## src/shb_pkg.sv

```systemverilog
// shb_pkg: shared types and constants of the spread histogram binner
// payload structs, mode/status/register codes and the divider result struct
// no dependencies
package shb_pkg;

    localparam int POS_W    = 32;
    localparam int WEIGHT_W = 24;
    localparam int IDX_OUT_W = 12;
    localparam int SUM_W    = 40;
    localparam int SIZE_W   = 32;
    localparam int SPREAD_W = 4;
    localparam int CFG_IDX_W = 1;
    localparam int CFG_DATA_W = 32;

    localparam logic [SUM_W-1:0]     SUM_MAX        = {SUM_W{1'b1}};
    localparam logic [IDX_OUT_W-1:0] CENTER_MAX     = {IDX_OUT_W{1'b1}};
    localparam logic [SIZE_W-1:0]    BIN_SIZE_RESET = 32'd131072;
    localparam logic [SPREAD_W-1:0]  BIN_SPREAD_RESET = 4'd1;

    localparam logic [1:0] MODE_ADD      = 2'd0;
    localparam logic [1:0] MODE_READ     = 2'd1;
    localparam logic [1:0] MODE_READ_CLR = 2'd2;

    localparam logic [1:0] STAT_OK   = 2'd0;
    localparam logic [1:0] STAT_DROP = 2'd1;
    localparam logic [1:0] STAT_SAT  = 2'd2;

    localparam logic [CFG_IDX_W-1:0] REG_BIN_SIZE   = 1'd0;
    localparam logic [CFG_IDX_W-1:0] REG_BIN_SPREAD = 1'd1;

    typedef struct packed {
        logic [1:0]           mode;
        logic [POS_W-1:0]     peak_position;
        logic [WEIGHT_W-1:0]  peak_weight;
        logic [IDX_OUT_W-1:0] bin_index;
    } shb_in_t;

    typedef struct packed {
        logic [SUM_W-1:0]     bin_value;
        logic [IDX_OUT_W-1:0] center_bin;
        logic [1:0]           status;
    } shb_out_t;

    typedef struct packed {
        logic [POS_W-1:0] quotient;
        logic             exact;
    } shb_div_res_t;

endpackage

```

## src/shb_divider.sv

```systemverilog
// shb_divider: restoring divider, one quotient bit per cycle
// 32-bit unsigned quotient plus an exact-division flag
// depends on shb_pkg
module shb_divider (
    input  logic                  aclk,
    input  logic                  aresetn,
    input  logic                  start,
    input  logic [31:0]           dividend,
    input  logic [31:0]           divisor,
    output logic                  done,
    output shb_pkg::shb_div_res_t result
);
    import shb_pkg::*;

    logic        busy_reg;
    logic        done_reg;
    logic [4:0]  cnt_reg;
    logic [31:0] rem_reg;
    logic [31:0] quo_reg;
    logic [31:0] dvs_reg;
    logic [32:0] rem_shift;
    logic        ge;

    assign rem_shift = {rem_reg, quo_reg[31]};
    assign ge        = rem_shift >= {1'b0, dvs_reg};

    always_ff @(posedge aclk) begin
        if (!aresetn) begin
            busy_reg <= 1'b0;
            done_reg <= 1'b0;
            cnt_reg  <= '0;
        end else begin
            done_reg <= !start && busy_reg && (cnt_reg == 5'd31);
            if (start) begin
                busy_reg <= 1'b1;
                cnt_reg  <= '0;
                rem_reg  <= '0;
                quo_reg  <= dividend;
                dvs_reg  <= divisor;
            end else if (busy_reg) begin
                rem_reg <= ge ? 32'(rem_shift - {1'b0, dvs_reg}) : rem_shift[31:0];
                quo_reg <= {quo_reg[30:0], ge};
                cnt_reg <= cnt_reg + 5'd1;
                if (cnt_reg == 5'd31) begin
                    busy_reg <= 1'b0;
                end
            end
        end
    end

    assign done            = done_reg;
    assign result.quotient = quo_reg;
    assign result.exact    = (rem_reg == '0);

endmodule

```

## config.mk

```make
export PLATFORM = sky130hd
export DESIGN_NAME = shb_divider
export DESIGN_NICKNAME = d
export VERILOG_FILES = /design/src/shb_pkg.sv /design/src/shb_divider.sv
export SDC_FILE = /design/constraint.sdc
export NUM_CORES = 1
export LEC_CHECK = 0
export ABC_AREA = 1
export BUFFER_PORTS_ARGS = -buffer_cell sky130_fd_sc_hd__buf_2
export CAP_MARGIN = 10
export CORE_AREA = 5 5 91 177
export DETAILED_ROUTE_END_ITERATION = 8
export DIE_AREA = 0 0 96 182
export PLACE_DENSITY_LB_ADDON = 0.25
export SLEW_MARGIN = 20
export SYNTH_ARGS = -nofsm -noshare
export SYNTH_HDL_FRONTEND = slang
export SYNTH_SLANG_ARGS = --single-unit
export TNS_END_PERCENT = 10
```

## constraint.sdc

```tcl
create_clock -name aclk -period 4.21 [get_ports aclk]
set_input_delay 0.421 -clock aclk [delete_from_list [all_inputs] [get_ports aclk]]
set_output_delay 0.421 -clock aclk [all_outputs]
set_load 0.005 [all_outputs]
```

==> results.yml <==
synthesis:
  synth.top_cell.area_share: 0.408
  synthCells: 960
  synth.avg_cell_area_sq_um: 7.36
  synth-seq-cells: 103
  synth_area_sq_mm: 0.00707
  yosysTopAreaCell: "edfxtp_1"
  ys_types: 35
  synth_nets: 1062
  ys_seq_area_frac: 0.428
  synth_warnings: 0
  synth_area_leaders: "edfxtp_1 41%, nand2_1 21%, inv_1 9.1%"
clock_tree:
  cts_tree: "yes"
  cts_buffer_depth: 2
  post-cts-setup-buffers: 0
  cts_num_sinks: 103
  htree_levels: 3
  hold_buffers: 0
  clock_latency_ns: 0.36
  clk_pin_slew_worst_paths_ns: 0.07
  cts_resized: 0
  cts_buffers: 9
  cts-root-buf: "clkbuf_16"
place:
  hpwl_um: 14200
  dp_cells: 1236
  portBuffers: 100
  placed_area_sq_mm: 0.00772
  gp_congestion: 1.02
critical_path:
  regToRegEndpoint: "rem_reg[26]"
  crit-reg2reg-launch: "rem_reg[19]"
  crit_path_start_kind: "flip-flop"
  arrival_ns: 2.92
  path_class: "reg -> reg"
  worstSetupEndpointType: "flip-flop"
  cp.required_ns: 4.32
  cp_max_fo: 29
  r2r_slack_ns: 1.40
  rr_worst_depth: 13
routing:
  wl_per_cell_um: 14.4
  totalWireLength_um: 18100
  first_iter_violations: 359
  drt-vias-per-instance: 4.95
  drc: 0
  drtAntennaViolNets: 0
  vias: 6193
  firstDrtPassIters: 5
hold_path:
  hold_class: "in -> reg"
  holdPathEnd: "dvs_reg[19]"
  hold_path_depth: 1
  hp-start: "divisor[19]"
floorplan:
  io_pins: 101
  start_util: 0.482
  row_count: 63
  chipWidth_um: 96
  core_sq_mm: 0.0147
  die_area_sq_mm: 0.0175
  die_h_um: 182
cells_and_area:
  layout.nets: 1154
  drive_gt1_frac: 0.152
  diodes: 0
  fin_area_sq_mm: 0.00805
  layoutNonFillerInstCount: 1252
  areaGrowthSynthToFinish_pct: 13.9
sta:
  fin_crit_ns: 2.81
  setup_viol: 0
  rsz0062_at_grt: "false"
  max_freq_mhz: 356
  fin_crit_sh: 0.667
  worst_pin_slew_ns: 0.777
  relSlewSlack: 0.481
  setup_tns_ns: 0
  slew_violations: 0
  hold_viol_final: 0
  fin_worst_skew_ns: 0.00569
global_route:
  grt_use_total: 0.218
  grt_pass1_wl_um: 29700
  grt_pass1_vias: 6240
  antenna_found_initial: 0
  grt_max_degree: 43
  grt_overflow: 0
outcome:
  status: "completed"
power:
  total_power_mw: 3.29
  power_density_mw_per_mm2: 409
  peakVddDrop_mv: 0.279
  power.leakage_nw: 4.28
job:
  drv_cap: 0
## per-stage QoR
stage	setup slack [ns]	hold slack, ns	util
after floorplan	1.67	0.444	-
after global placement	1.48	0.453	0.527
after detailed placement	1.40	0.472	0.527
after CTS	1.39	0.222	0.549
after global routing	1.13	0.218	0.549
final	1.40	0.234	0.549
## where the power goes
part | switching, mW | leakage, nW | internal, mW | total (mW)
Combinational | 0.697 | 3.13 | 0.357 | 1.05
Sequential | 0.0626 | 0.988 | 1.26 | 1.32
Clock | 0.392 | 0.158 | 0.528 | 0.921
## placed cells by master (no fill, tap or decap), drive strengths merged
cell / Yosys / final
buf: 15 / 106
or4: 1 / 1
clkbuf: 10 / 9
nand4: 36 / 36
o21ai: 3 / 3
nor4: 6 / 6
nor2: 56 / 56
or2: 1 / 1
clkinv: 1 / 2
and2: 3 / 3
ha: 34 / 34
xnor2: 1 / 1
fa: 1 / 1
a21oi: 22 / 22
o21bai: 2 / 2
clkinvlp: 0 / 1
a31oi: 1 / 1
dfxtp: 7 / 7
inv: 177 / 180
nand3: 61 / 61
bufinv: 0 / 2
nand2: 400 / 400
nor3: 10 / 10
nand3b: 3 / 3
xor2: 13 / 13
edfxtp: 96 / 96
## final cells by class
class | instances | area, sq um
tap | 195 | 244
inverter | 178 | 668
clock inverter | 7 | 101
sequential | 103 | 3020
clock buffer | 9 | 225
fill | 1450 | 6610
multi-input combinational | 654 | 3240
timing repair buffer | 106 | 546
## layer usage
layer	up-vias	global-route usage	part of all wire
met5	-	0	0
met4	0	0.0958	0.037
met3	36	0.0323	0.032
met2	111	0.375	0.52
met1	2845	0.264	0.41
li1	3201	-	-
## kinds of logic (layout without fill, tap and decap cells)
family | Yosys count | count (layout) | synth area share
AO/OA/AOI/OAI | 28 | 28 | 0.0207
XOR/XNOR | 14 | 14 | 0.0174
adder cells (fa/ha/maj) | 35 | 35 | 0.0630
buffers and inverters | 203 | 300 | 0.114
flip-flops | 103 | 103 | 0.428
AND/OR/NAND/NOR | 577 | 577 | 0.358
## critical path, cell delays in order (launching register included)
cell	delay [ns]
edfxtp_1	0.44
ha_1	0.40
nand2_2	0.16
inv_2	0.04
nand2_1	0.05
nand2_1	0.06
nand2_1	0.06
nand2_1	0.07
nand2_1	0.10
nand3_2	0.09
nor2_4	0.41
nand2_4	0.39
nand3_1	0.21
nand2_1	0.06
## worst max-delay path by stage
stage,slack (ns),startpoint,endpoint
2_1_floorplan,1.67,start,quo_reg[0]
3_3_place_gp,1.48,rem_reg[7],rem_reg[25]
3_5_place_dp,1.40,rem_reg[22],rem_reg[26]
4_1_cts,1.39,rem_reg[22],rem_reg[26]
5_1_grt,1.13,rem_reg[19],rem_reg[27]
6_report,1.40,rem_reg[19],rem_reg[26]
## synth_stat cells, drive strengths merged
master and count:
nand3 61, dfxtp 7, o21bai 2, and2 3, nand4 36, clkinv 1, xor2 13, nor4 6
nand3b 3, a31oi 1, or4 1, nor2 56, nor3 10, clkbuf 10, fa 1, buf 15
o21ai 3, a21oi 22, inv 177, xnor2 1, ha 34, or2 1, nand2 400, edfxtp 96
Power figures use the tool's default switching activity.
